## src/hw/rtl/assert_macros.svh

```systemverilog
// assertion macros shared by the bounding cylinder rtl
`ifndef ASSERT_MACROS_SVH
`define ASSERT_MACROS_SVH
`ifndef NO_ASSERTIONS
`define VBC_ASSERT(lbl, clk, rst, prop) \
   lbl: assert property (@(posedge clk) disable iff (rst) prop) \
      else $error("%m: check failed");
`define VBC_ASSERT_ALWAYS(lbl, clk, prop) \
   lbl: assert property (@(posedge clk) prop) \
      else $error("%m: check failed");
`else
`define VBC_ASSERT(lbl, clk, rst, prop)
`define VBC_ASSERT_ALWAYS(lbl, clk, prop)
`endif
`endif

```

## src/hw/rtl/vbc_pkg.sv

```systemverilog
// shared types and constants of the bounding cylinder block
`default_nettype none
package vbc_pkg;
   localparam int QUEUE_DEPTH = 4;
   localparam int QPTR_BITS   = 2;
   localparam int QCNT_BITS   = 3;

   typedef struct packed {
      logic                 not_empty;
      logic [QCNT_BITS-1:0] count;
   } q_status_type;
endpackage
`default_nettype wire

```

## src/hw/rtl/vertex_bounding_cylinder.sv

```systemverilog
// top level of the streaming vertex bounding cylinder block
//
//  channel  direction  tdata fields (low bit up)                       tlast
//  req      in         vert_x, vert_y, vert_z                          last_vertex
//  rsp      out        lowest_y, highest_y, radius, bottom_edge,       none
//                      top_edge, max_depth
//
// vertices are taken one per cycle while req_tready is high; squares are formed in the
// accept cycle and folded into the running extremes the cycle after
// a last vertex leaves a summary in a four-entry queue; the back end then takes it
// through a single shared root unit, one root bit per cycle
// the intake stalls when queued plus in-flight summaries reach four; a held result
// blocks the back end; reset is synchronous and clears all control state
`default_nettype none
module vertex_bounding_cylinder #(
   parameter int COORD_BITS = 16
) (
   input  wire logic                               clock,
   input  wire logic                               reset,
   input  wire logic                               req_tvalid,
   output logic                                    req_tready,
   // vert_x, vert_y, vert_z
   input  wire logic [((3*COORD_BITS+7)/8)*8-1:0]  req_tdata,
   input  wire logic                               req_tlast,
   output logic                                    rsp_tvalid,
   input  wire logic                               rsp_tready,
   // lowest_y, highest_y, radius, bottom_edge, top_edge, max_depth
   output logic [((6*COORD_BITS+7)/8)*8-1:0]       rsp_tdata
);
   vbc_pkg::q_status_type         q_status;
   logic                          push_valid;
   logic [4*COORD_BITS-1:0]       push_data;
   logic [4*COORD_BITS-1:0]       head_data;
   logic                          pop;

   vbc_front #(.COORD_BITS(COORD_BITS)) u_front (
      .clock      (clock),
      .reset      (reset),
      .req_tvalid (req_tvalid),
      .req_tready (req_tready),
      .req_tdata  (req_tdata),
      .req_tlast  (req_tlast),
      .q_status   (q_status),
      .push_valid (push_valid),
      .push_data  (push_data)
   );

   vbc_queue #(.DATA_BITS(4*COORD_BITS)) u_queue (
      .clock      (clock),
      .reset      (reset),
      .push_valid (push_valid),
      .push_data  (push_data),
      .pop        (pop),
      .pop_data   (head_data),
      .status     (q_status)
   );

   vbc_back #(.COORD_BITS(COORD_BITS)) u_back (
      .clock      (clock),
      .reset      (reset),
      .q_status   (q_status),
      .head_data  (head_data),
      .pop        (pop),
      .rsp_tvalid (rsp_tvalid),
      .rsp_tready (rsp_tready),
      .rsp_tdata  (rsp_tdata)
   );
endmodule
`default_nettype wire

```

## src/hw/rtl/vbc_queue.sv

```systemverilog
// short queue of per-model summaries between front and back
`default_nettype none
`include "assert_macros.svh"
module vbc_queue #(
   parameter int DATA_BITS = 64
) (
   input  wire logic                 clock,
   input  wire logic                 reset,
   input  wire logic                 push_valid,
   input  wire logic [DATA_BITS-1:0] push_data,
   input  wire logic                 pop,
   output logic [DATA_BITS-1:0]      pop_data,
   output vbc_pkg::q_status_type     status
);
   logic [DATA_BITS-1:0]          entry_ff [vbc_pkg::QUEUE_DEPTH];
   logic [vbc_pkg::QPTR_BITS-1:0] wr_ptr_ff, wr_ptr_in;
   logic [vbc_pkg::QPTR_BITS-1:0] rd_ptr_ff, rd_ptr_in;
   logic [vbc_pkg::QCNT_BITS-1:0] count_ff, count_in;

   always_comb begin
      wr_ptr_in = push_valid ? vbc_pkg::QPTR_BITS'(wr_ptr_ff + 1'b1) : wr_ptr_ff;
      rd_ptr_in = pop ? vbc_pkg::QPTR_BITS'(rd_ptr_ff + 1'b1) : rd_ptr_ff;
      count_in  = count_ff;
      priority if (push_valid && !pop) begin
         count_in = vbc_pkg::QCNT_BITS'(count_ff + 1'b1);
      end else if (pop && !push_valid) begin
         count_in = vbc_pkg::QCNT_BITS'(count_ff - 1'b1);
      end
   end

   always_ff @(posedge clock) begin
      if (reset) begin
         wr_ptr_ff <= '0;
         rd_ptr_ff <= '0;
         count_ff  <= '0;
      end else begin
         wr_ptr_ff <= wr_ptr_in;
         rd_ptr_ff <= rd_ptr_in;
         count_ff  <= count_in;
      end
   end

   always_ff @(posedge clock) begin
      if (push_valid) begin
         entry_ff[wr_ptr_ff] <= push_data;
      end
   end

   assign pop_data         = entry_ff[rd_ptr_ff];
   assign status.count     = count_ff;
   assign status.not_empty = (count_ff != '0);

   `VBC_ASSERT(a_no_overflow, clock, reset,
      (count_ff == vbc_pkg::QCNT_BITS'(vbc_pkg::QUEUE_DEPTH)) |-> (!push_valid || pop))
   `VBC_ASSERT(a_no_underflow, clock, reset, pop |-> (count_ff != '0))
endmodule
`default_nettype wire

```

## src/hw/rtl/vbc_front.sv

```systemverilog
// vertex intake: squares, running y extremes and greatest radius squared
`default_nettype none
`include "assert_macros.svh"
module vbc_front #(
   parameter int COORD_BITS = 16
) (
   input  wire logic                                 clock,
   input  wire logic                                 reset,
   input  wire logic                                 req_tvalid,
   output logic                                      req_tready,
   input  wire logic [((3*COORD_BITS+7)/8)*8-1:0]    req_tdata,
   input  wire logic                                 req_tlast,
   input  wire vbc_pkg::q_status_type                q_status,
   output logic                                      push_valid,
   output logic [4*COORD_BITS-1:0]                   push_data
);
   localparam int SQ_BITS  = 2 * COORD_BITS;
   localparam int CNT_WIDE = vbc_pkg::QCNT_BITS + 1;

   logic signed [COORD_BITS-1:0] vx, vy, vz;
   logic signed [SQ_BITS-1:0]    xsq_prod, zsq_prod;
   logic                         req_take;

   logic                         valid_b_ff, valid_b_in;
   logic                         last_b_ff;
   logic signed [COORD_BITS-1:0] y_b_ff;
   logic [SQ_BITS-1:0]           xsq_b_ff, zsq_b_ff;

   logic signed [COORD_BITS-1:0] min_acc_ff, min_acc_in, min_new;
   logic signed [COORD_BITS-1:0] max_acc_ff, max_acc_in, max_new;
   logic [SQ_BITS-1:0]           rsq_acc_ff, rsq_acc_in, rsq_new, rsq_sum;

   localparam logic signed [COORD_BITS-1:0] MIN_RESET = {1'b0, {(COORD_BITS-1){1'b1}}};
   localparam logic signed [COORD_BITS-1:0] MAX_RESET = {1'b1, {(COORD_BITS-1){1'b0}}};

   assign vx = req_tdata[COORD_BITS-1:0];
   assign vy = req_tdata[2*COORD_BITS-1:COORD_BITS];
   assign vz = req_tdata[3*COORD_BITS-1:2*COORD_BITS];
   assign xsq_prod = vx * vx;
   assign zsq_prod = vz * vz;

   // room for a last vertex already in flight plus one more
   assign req_tready = (CNT_WIDE'(q_status.count) + CNT_WIDE'(valid_b_ff & last_b_ff))
                       < CNT_WIDE'(vbc_pkg::QUEUE_DEPTH);
   assign req_take   = req_tvalid & req_tready;
   assign valid_b_in = req_take;

   always_comb begin
      rsq_sum = xsq_b_ff + zsq_b_ff;
      min_new = (y_b_ff < min_acc_ff) ? y_b_ff : min_acc_ff;
      max_new = (y_b_ff > max_acc_ff) ? y_b_ff : max_acc_ff;
      rsq_new = (rsq_sum > rsq_acc_ff) ? rsq_sum : rsq_acc_ff;
      min_acc_in = min_acc_ff;
      max_acc_in = max_acc_ff;
      rsq_acc_in = rsq_acc_ff;
      if (valid_b_ff) begin
         if (last_b_ff) begin
            min_acc_in = MIN_RESET;
            max_acc_in = MAX_RESET;
            rsq_acc_in = '0;
         end else begin
            min_acc_in = min_new;
            max_acc_in = max_new;
            rsq_acc_in = rsq_new;
         end
      end
   end

   assign push_valid = valid_b_ff & last_b_ff;
   assign push_data  = {rsq_new, max_new, min_new};

   always_ff @(posedge clock) begin
      if (reset) begin
         valid_b_ff <= 1'b0;
         min_acc_ff <= MIN_RESET;
         max_acc_ff <= MAX_RESET;
         rsq_acc_ff <= '0;
      end else begin
         valid_b_ff <= valid_b_in;
         min_acc_ff <= min_acc_in;
         max_acc_ff <= max_acc_in;
         rsq_acc_ff <= rsq_acc_in;
      end
   end

   always_ff @(posedge clock) begin
      if (req_take) begin
         last_b_ff <= req_tlast;
         y_b_ff    <= vy;
         xsq_b_ff  <= $unsigned(xsq_prod);
         zsq_b_ff  <= $unsigned(zsq_prod);
      end
   end

   `VBC_ASSERT(a_last_clears_radius, clock, reset,
      (valid_b_ff && last_b_ff) |=> (rsq_acc_ff == '0))
   `VBC_ASSERT(a_take_reaches_stage, clock, reset, req_take |=> valid_b_ff)
endmodule
`default_nettype wire

```

## src/hw/rtl/vbc_back.sv

```systemverilog
// result engine: y squares, shared digit-by-digit root unit, result register
`default_nettype none
`include "assert_macros.svh"
module vbc_back #(
   parameter int COORD_BITS = 16
) (
   input  wire logic                                 clock,
   input  wire logic                                 reset,
   input  wire vbc_pkg::q_status_type                q_status,
   input  wire logic [4*COORD_BITS-1:0]              head_data,
   output logic                                      pop,
   output logic                                      rsp_tvalid,
   input  wire logic                                 rsp_tready,
   output logic [((6*COORD_BITS+7)/8)*8-1:0]         rsp_tdata
);
   localparam int SQ_BITS   = 2 * COORD_BITS;
   localparam int REM_BITS  = COORD_BITS + 2;
   localparam int OUT_BITS  = ((6*COORD_BITS+7)/8)*8;
   localparam int STEP_BITS = $clog2(COORD_BITS);
   localparam logic [STEP_BITS-1:0] LAST_STEP = STEP_BITS'(COORD_BITS - 1);

   typedef enum logic [1:0] {ST_IDLE, ST_SQUARE, ST_ROOT, ST_DELIVER} state_type;
   typedef enum logic [1:0] {PH_RADIUS, PH_BOTTOM, PH_TOP} phase_type;

   state_type                    state_ff, state_in;
   phase_type                    phase_ff, phase_in;
   logic [STEP_BITS-1:0]         step_ff, step_in;
   logic [SQ_BITS-1:0]           operand_ff, operand_in;
   logic [REM_BITS-1:0]          rem_ff, rem_in;
   logic [COORD_BITS-1:0]        root_ff, root_in;
   logic signed [COORD_BITS-1:0] min_y_ff, min_y_in, max_y_ff, max_y_in;
   logic [SQ_BITS-1:0]           rsq_ff, rsq_in;
   logic [SQ_BITS-1:0]           bot_sq_ff, bot_sq_in, top_sq_ff, top_sq_in;
   logic [COORD_BITS-1:0]        radius_ff, radius_in, bot_ff, bot_in, top_ff, top_in;

   logic                         rsp_valid_ff, rsp_valid_in;
   logic signed [COORD_BITS-1:0] rsp_low_ff, rsp_low_in, rsp_high_ff, rsp_high_in;
   logic [COORD_BITS-1:0]        rsp_radius_ff, rsp_radius_in;
   logic [COORD_BITS-1:0]        rsp_bot_ff, rsp_bot_in, rsp_top_ff, rsp_top_in;
   logic [COORD_BITS-1:0]        rsp_depth_ff, rsp_depth_in;

   logic signed [SQ_BITS-1:0]    bot_prod, top_prod;
   logic [REM_BITS+1:0]          rem_shift, trial, rem_diff;
   logic                         take;
   logic [REM_BITS-1:0]          rem_next;
   logic [COORD_BITS-1:0]        root_next;

   assign bot_prod  = min_y_ff * min_y_ff;
   assign top_prod  = max_y_ff * max_y_ff;

   // one root bit per cycle from the top two operand bits
   assign rem_shift = {rem_ff, operand_ff[SQ_BITS-1 -: 2]};
   assign trial     = {2'b00, root_ff, 2'b01};
   assign take      = rem_shift >= trial;
   assign rem_diff  = take ? (rem_shift - trial) : rem_shift;
   assign rem_next  = rem_diff[REM_BITS-1:0];
   assign root_next = {root_ff[COORD_BITS-2:0], take};

   always_comb begin
      state_in      = state_ff;
      phase_in      = phase_ff;
      step_in       = step_ff;
      operand_in    = operand_ff;
      rem_in        = rem_ff;
      root_in       = root_ff;
      min_y_in      = min_y_ff;
      max_y_in      = max_y_ff;
      rsq_in        = rsq_ff;
      bot_sq_in     = bot_sq_ff;
      top_sq_in     = top_sq_ff;
      radius_in     = radius_ff;
      bot_in        = bot_ff;
      top_in        = top_ff;
      rsp_valid_in  = rsp_valid_ff & ~rsp_tready;
      rsp_low_in    = rsp_low_ff;
      rsp_high_in   = rsp_high_ff;
      rsp_radius_in = rsp_radius_ff;
      rsp_bot_in    = rsp_bot_ff;
      rsp_top_in    = rsp_top_ff;
      rsp_depth_in  = rsp_depth_ff;
      pop           = 1'b0;
      unique case (state_ff)
         ST_IDLE: begin
            if (q_status.not_empty) begin
               pop      = 1'b1;
               min_y_in = head_data[COORD_BITS-1:0];
               max_y_in = head_data[2*COORD_BITS-1:COORD_BITS];
               rsq_in   = head_data[4*COORD_BITS-1:2*COORD_BITS];
               state_in = ST_SQUARE;
            end
         end
         ST_SQUARE: begin
            bot_sq_in  = $unsigned(bot_prod);
            top_sq_in  = $unsigned(top_prod);
            operand_in = rsq_ff;
            rem_in     = '0;
            root_in    = '0;
            step_in    = '0;
            phase_in   = PH_RADIUS;
            state_in   = ST_ROOT;
         end
         ST_ROOT: begin
            operand_in = {operand_ff[SQ_BITS-3:0], 2'b00};
            rem_in     = rem_next;
            root_in    = root_next;
            step_in    = STEP_BITS'(step_ff + 1'b1);
            if (step_ff == LAST_STEP) begin
               step_in = '0;
               rem_in  = '0;
               root_in = '0;
               unique case (phase_ff)
                  PH_RADIUS: begin
                     radius_in  = root_next;
                     operand_in = rsq_ff + bot_sq_ff;
                     phase_in   = PH_BOTTOM;
                  end
                  PH_BOTTOM: begin
                     bot_in     = root_next + COORD_BITS'(1);
                     operand_in = rsq_ff + top_sq_ff;
                     phase_in   = PH_TOP;
                  end
                  PH_TOP: begin
                     top_in   = root_next + COORD_BITS'(1);
                     state_in = ST_DELIVER;
                  end
               endcase
            end
         end
         ST_DELIVER: begin
            if (!rsp_valid_ff || rsp_tready) begin
               rsp_valid_in  = 1'b1;
               rsp_low_in    = min_y_ff;
               rsp_high_in   = max_y_ff;
               rsp_radius_in = radius_ff;
               rsp_bot_in    = bot_ff;
               rsp_top_in    = top_ff;
               rsp_depth_in  = (top_ff > bot_ff) ? top_ff : bot_ff;
               state_in      = ST_IDLE;
            end
         end
      endcase
   end

   always_ff @(posedge clock) begin
      if (reset) begin
         state_ff     <= ST_IDLE;
         phase_ff     <= PH_RADIUS;
         step_ff      <= '0;
         rsp_valid_ff <= 1'b0;
      end else begin
         state_ff     <= state_in;
         phase_ff     <= phase_in;
         step_ff      <= step_in;
         rsp_valid_ff <= rsp_valid_in;
      end
      operand_ff    <= operand_in;
      rem_ff        <= rem_in;
      root_ff       <= root_in;
      min_y_ff      <= min_y_in;
      max_y_ff      <= max_y_in;
      rsq_ff        <= rsq_in;
      bot_sq_ff     <= bot_sq_in;
      top_sq_ff     <= top_sq_in;
      radius_ff     <= radius_in;
      bot_ff        <= bot_in;
      top_ff        <= top_in;
      rsp_low_ff    <= rsp_low_in;
      rsp_high_ff   <= rsp_high_in;
      rsp_radius_ff <= rsp_radius_in;
      rsp_bot_ff    <= rsp_bot_in;
      rsp_top_ff    <= rsp_top_in;
      rsp_depth_ff  <= rsp_depth_in;
   end

   assign rsp_tvalid = rsp_valid_ff;
   assign rsp_tdata  = OUT_BITS'({rsp_depth_ff, rsp_top_ff, rsp_bot_ff, rsp_radius_ff,
                                  rsp_high_ff, rsp_low_ff});

   `VBC_ASSERT(a_depth_covers_edges, clock, reset,
      rsp_valid_ff |-> ((rsp_depth_ff >= rsp_bot_ff) && (rsp_depth_ff >= rsp_top_ff)))
   `VBC_ASSERT(a_radius_below_edge, clock, reset,
      rsp_valid_ff |-> ((rsp_radius_ff < rsp_bot_ff) && (rsp_radius_ff < rsp_top_ff)))
   `VBC_ASSERT(a_pop_only_idle, clock, reset, pop |=> (state_ff == ST_SQUARE))
endmodule
`default_nettype wire

```

## config.mk

```make
export PLATFORM = sky130hd
export DESIGN_NAME = vertex_bounding_cylinder
export DESIGN_NICKNAME = d
export VERILOG_FILES = /design/src/hw/rtl/vbc_pkg.sv /design/src/hw/rtl/vertex_bounding_cylinder.sv /design/src/hw/rtl/vbc_queue.sv /design/src/hw/rtl/vbc_front.sv /design/src/hw/rtl/vbc_back.sv
export VERILOG_INCLUDE_DIRS = /design/src /design/src/hw/rtl
export SDC_FILE = /design/constraint.sdc
export NUM_CORES = 2
export LEC_CHECK = 0
export BUFFER_PORTS_ARGS = -buffer_cell sky130_fd_sc_hd__buf_2
export CAP_MARGIN = 30
export CORE_MARGIN = 5
export CORE_UTILIZATION = 40
export DETAILED_ROUTE_END_ITERATION = 16
export GPL_ROUTABILITY_DRIVEN = 0
export GPL_TIMING_DRIVEN = 1
export PLACE_DENSITY = 0.56
export SKIP_CTS_REPAIR_TIMING = 1
export SLEW_MARGIN = 15
export SYNTH_ARGS = -nofsm -noshare
export SYNTH_HDL_FRONTEND = slang
export SYNTH_SLANG_ARGS = --single-unit
```

## constraint.sdc

```tcl
create_clock -name clock -period 9.28 [get_ports clock]
set_input_delay 0 -clock clock [delete_from_list [all_inputs] [get_ports clock]]
set_output_delay 0 -clock clock [all_outputs]
set_load 0.01 [all_outputs]
```

# ---- Word-level counts from Yosys, hierarchy flattened
# Memory sizes are Yosys's and may differ from the RTL's. A register that Yosys moved wholly into a read port is not among the register bits.
# Cells that the tools add are included.
dict set report classes {
  add_sub_neg 11
  mul 4
  magnitude_cmp 6
  eq_ne 11
  mux 33
  n_bitwise 5
  reduce_logical 18
}
# cell count
set op_table {}
lappend op_table {{multiplier 16 x 16 -> 32 bit} 4}
lappend op_table {{case mux 32 bit (2 select lines)} 2}
lappend op_table {{adder 32 bit} 3}
lappend op_table {{2-to-1 mux 16 bit} 6}
lappend op_table {{2-to-1 mux 32 bit} 3}
lappend op_table {{2-to-1 mux 18 bit} 2}
lappend op_table {{case mux 18 bit (2 select lines)} 1}
lappend op_table {{greater-than comparator 16 bit} 2}
lappend op_table {{greater-than comparator 32 bit} 1}
lappend op_table {{case mux 16 bit (2 select lines)} 1}
lappend op_table {{>= comparator 20 x 18 -> 1 bit} 1}
lappend op_table {{subtractor 18 bit} 1}
lappend op_table {{adder 16 x 1 -> 16 bit (second input constant)} 1}
lappend op_table {{< comparator 16 bit} 1}
lappend op_table {{AND reduction 3 bit} 4}
lappend op_table {{2-to-1 mux 2 bit} 5}
lappend op_table {{case mux 2 bit (2 select lines)} 2}
lappend op_table {{case mux 2 bit (4 select lines)} 1}
lappend op_table {{case mux 4 bit (2 select lines)} 1}
lappend op_table {{== test 2 bit (second input constant)} 3}
lappend op_table {{2-to-1 mux 1 bit} 6}
lappend op_table {{2-to-1 mux 3 bit} 2}
lappend op_table {{inequality test 2 x 1 -> 1 bit (second input constant)} 3}
lappend op_table {{adder 2 x 1 -> 2 bit (second input constant)} 2}
lappend op_table {{other kinds (20)} 30}
dict set report totals {
  reg_bits 436
  ram_bits 256
  input_bits 53
  elab_cells 118
  memories 1
}
# memory depth word_bits rd rd_ports_with_merged_regs wr line
set mem_list {}
lappend mem_list {u_queue.entry_ff 4 64 1 1 1 vbc_queue.sv:15} ;# logic [DATA_BITS-1:0] entry_ff [vbc_pkg::QUEUE_DEPTH];

# ---- Longest topological paths before layout
dict set report logic_depth {
  depth_word 6
  depth_mapped 26
  ltp_nobuf 24
}

# ---- Cells and area by module
# From an unflattened synthesis, not the netlist that was laid out.
dict set report unflattened {
  cells_unflattened 6257
  area_unflattened_um2 69405.3
}
# mod instances cells_per_inst area_per_inst_um2 seq_area_each_um2
set modules_own_cells {}
lappend modules_own_cells {vbc_back 1 3046 33015.4 10269.8}
lappend modules_own_cells {vbc_front 1 2834 26656.8 3673.5}
lappend modules_own_cells {vbc_queue 1 377 9733.1 7867.5}

# ---- Worst setup path before layout
# No wires, ideal clock.
dict set report synth_path {
  path_kind {register -> register}
  startpoint {register u_back.max_y_ff[6]}
  endpoint {register u_back.top_sq_ff[30], data pin}
  setup_time_ps 257
  arrival_ps 6091
  required_time_ps 9023
  slack_ps 2932
  stages_incl_launch_ff 23
  cell_sequence {edfxtp_1 > clkbuf_1 > clkbuf_1 > nand2_1 > fa_1 > fa_1 > inv_1 > fa_1 > fa_1 > fa_1 > inv_1 > fa_1 > inv_1 > ha_1 > a21o_1 > a221o_1 > o21ba_1 > o211ai_1 > a31oi_1 > a21oi_1 > a211o_1 > a21o_1 > xor2_1}
}
dict set report synth_via {
  elab_chain_len 1
}
# element line
set synth_lines {}
lappend synth_lines {{from (decl)} vbc_back.sv:31} ;# logic signed [COORD_BITS-1:0] min_y_ff, min_y_in, max_y_ff, max_y_in;
lappend synth_lines {{from (signal assigned)} vbc_back.sv:160} ;# max_y_ff <= max_y_in;
lappend synth_lines {{multiplier 16 x 16 -> 32 bit} vbc_back.sv:49} ;# assign top_prod = max_y_ff * max_y_ff;
lappend synth_lines {{net u_back.top_prod[30]} vbc_back.sv:42} ;# logic signed [SQ_BITS-1:0] bot_prod, top_prod;
lappend synth_lines {{to (signal assigned)} vbc_back.sv:163} ;# top_sq_ff <= top_sq_in;
lappend synth_lines {{to (decl)} vbc_back.sv:33} ;# logic [SQ_BITS-1:0] bot_sq_ff, bot_sq_in, top_sq_ff, top_sq_in;
# The timed path passes the listed nets, and every way through them passes these cells.
# A chain may end at the register's enable or synchronous reset.

# ---- Worst setup path after layout
dict set report layout_path {
  startpoint {register u_back.max_y_ff[15]}
  endpoint {register u_back.top_sq_ff[31], data pin}
}
# Same word-level chain as after synthesis.

==> flow_summary_export.csv <==
group,metric,value,unit
drt,drt-initial-drc-count,2071,
clock_network,cts_buffers,82,
yosys,syn-mean-instance-area,11.1,µm²
clock_network,cts_tree,"done",
global_route,antenna_found_initial,4,
worst_setup_path,critPathMaxFanout,19,
sta,slew_viol_final,0,
sta,fin_tns_setup,0,ps
min_path,min_path_type,"primary input to flip-flop",
yosys,async_flop_share,0,%
run_status,outcome,"finished, final reports clean",
worst_setup_path,crit_path_end_kind,"flip-flop",
sta,fin_crit_sh,78.4,%
sta,worstMarginPinSlew,964,ps
yosys,ys_ff_latch,752,
drt,first_pass_iters,5,
worst_setup_path,startpoint_type,"flip-flop",
clock_network,clk_pin_slew,70,ps
worst_setup_path,setup.worst_path.start,"u_back.max_y_ff[15]",
global_route,grt_usage,17.6,%
yosys,synth_area_leaders,"edfxtp_1 29%, fa_1 27%, ha_1 9.6%",
floorplanning,rows,152,
yosys,synth_cells,6198,
floorplanning,ios,151,
yosys,synth.most_common_cell,"inv_1",
worst_setup_path,r2r_start,"u_back.max_y_ff[15]",
drt,post-route-drc-count,0,
yosys,yosys-top-cells-count,"1410 x inv_1, 937 x fa_1, 671 x edfxtp_1",
worst_setup_path,critPathArrivalTime,7690,ps
placement,portBuffers,150,
finish,fillers,16191,
global_route,busiest_layer,"met2",
finish,fin_area,75300,µm²
min_path,min_from,"req_tdata[16]",
sta,skew,52.7,ps
floorplanning,dieHeight,425,µm
clock_network,cts.sinks,752,
floorplanning,die_area,180000,µm²
global_route,met3_usage,2.09,%
floorplanning,core_area,171000,µm²
yosys,synth-seq-area-share,31.7,%
placement,dp_hpwl,122000,µm
clock_network,cts-root-buf,"clkbuf_16",
yosys,synth_top_area_share,29.3,%
yosys,ys.flop_type,"edfxtp_1",
global_route,grtUsageMet2,31.6,%
global_route,grt_max_degree,75,
sta,fin_crit,7280,ps
worst_setup_path,required,9690,ps
drt,wirelength,155000,µm
finish,multi_input_area,41000,µm²
yosys,synthesis.nets,7717,
sta,final_hold_viol_count,0,
clock_network,clk_latency,690,ps
job,drv_cap,0,
drt,routed_via_density,4.93,
drt,wl_per_cell,17.9,µm
sta,maxSlewHeadroom,35.7,%
worst_setup_path,critical_path_class,"flip-flop to flip-flop",
placement,placed_area,72100,µm²
drt,vias,42903,
yosys,synth_edf_count,671,
yosys,synth.distinct_cells,90,
floorplanning,start_util,40.1,%
yosys,syn-cell-area,68700,µm²
sta,rsz0062_at_grt,"false",
global_route,overflow,0,
yosys,synth_top_area_cell,"edfxtp_1",
clock_network,h-tree-depth,3,
sta,setup_viol,0,
clock_network,clockBufferDepth,3,
floorplanning,die_w,425,µm
global_route,grt_use_met1,22.3,%
finish,regArea,21800,µm²
global_route,grt_pass1_vias,46536,
sta,fmax,137,MHz
finish,layout.nets,7839,
yosys,yosysWarnings,0,
drt,ant_nets,0,
finish,syn2layout_area_growth,9.50,%
finish,drive_above_1_share,8.08,%
global_route,grt_pass1_wl,252000,µm
## flip-flops by register name, indices dropped and copies added, names as in the netlist, 18 cells and up
name	cells
u_front.rsq_acc_ff	32
u_back.top_sq_ff	31
u_back.rem_ff	18
u_front.zsq_b_ff	31
u_back.bot_sq_ff	31
u_queue.entry_ff	256
u_front.xsq_b_ff	31
u_back.operand_ff	32
u_back.rsq_ff	32
## kinds of logic (layout without fill, tap and decap cells)
| logic type | Yosys count | after routing | synth area share (%) |
|---|---|---|---|
| buffers and inverters | 1592 | 1782 | 8.74 |
| adders and majority gates | 1466 | 1466 | 36.9 |
| and+or+nand+nor | 1208 | 1208 | 8.24 |
| AOI/OAI and AO/OA | 761 | 761 | 7.41 |
| DFF | 752 | 752 | 31.7 |
| xor gates and xnor gates | 241 | 241 | 3.07 |
| muxes | 178 | 178 | 3.96 |
| other | 0 | 3 | 0 |
## routing by layer
layer  vias up  share of wire [%]
met1     21647                 42
met4         2                3.3
li1      20315                  -
met2       729                 51
met5         -             0.0084
met3       210                3.7
## critical path, cell delays in order, from the launching register on
cell and delay, ps:
edfxtp_1 850, inv_1 450, nor2_1 330, fa_1 600, fa_1 840, fa_1 510
fa_1 510, fa_1 500, inv_1 60, fa_1 470, inv_1 40, ha_1 320
nand3_1 150, or3_1 380, o211ai_1 320, o211ai_1 160, a31oi_1 210, o21ai_1 110
a21oi_1 150, a31oi_1 60
## cells in the final DEF, fill, tap and decap left out, drive strengths merged, types with 14 or more instances in the layout
cell type	count
mux2	84
dfxtp	81
nor3	37
a22o	15
or3	15
inv	1415
a31oi	25
a211oi	29
o21bai	19
dlygate4sd3	25
clkinv	37
nand2	411
a21o	102
clkbuf	97
and3	42
buf	192
o21ai	149
nor2b	33
fa	937
or2	14
nand4	46
nor2	322
mux4	64
a21oi	198
a31o	19
a22oi	27
and2	156
edfxtp	671
xor2	64
o311ai	19
xnor2	177
nand3	56
mux2i	30
nand2b	39
ha	529
o21a	51
## area by class of cell
cell class	instances	share of cell area, %
multi-input combinational	3854	54.5
sequential	752	28.9
inverter	1413	7.05
tap	2310	3.84
clock buffer	97	2.85
timing repair buffer	217	1.87
clock inverter	55	0.934
antenna	3	0.00997
## final timing paths
kind | endpoint | slack, ps | cells past startpoint
max | u_back.top_sq_ff[31] | 2000 | 19
min | u_front.y_b_ff[0] | 30 | 2
max reg2reg | u_back.top_sq_ff[31] | 2000 | 19
min reg2reg | u_back.rsp_radius_ff[14] | 420 | 0
## per-stage QoR
step | hold slack, ps | worst slack [ps] | util [%] | cells
4_1_cts | -585 | 1970 | 43.7 | 8668
3_3_place_gp | 177 | 2150 | 42.0 | 8513
3_5_place_dp | 179 | 1970 | 42.1 | 8516
6_report | 26.4 | 2000 | 43.9 | 8701
5_1_grt | -0.307 | 1560 | 43.9 | 8698
2_1_floorplan | 98.9 | 2930 | - | 6198
Power is left out: the tool's default activity adds up to more than one toggle a clock period on the data nets, which glitch-free logic cannot reach.
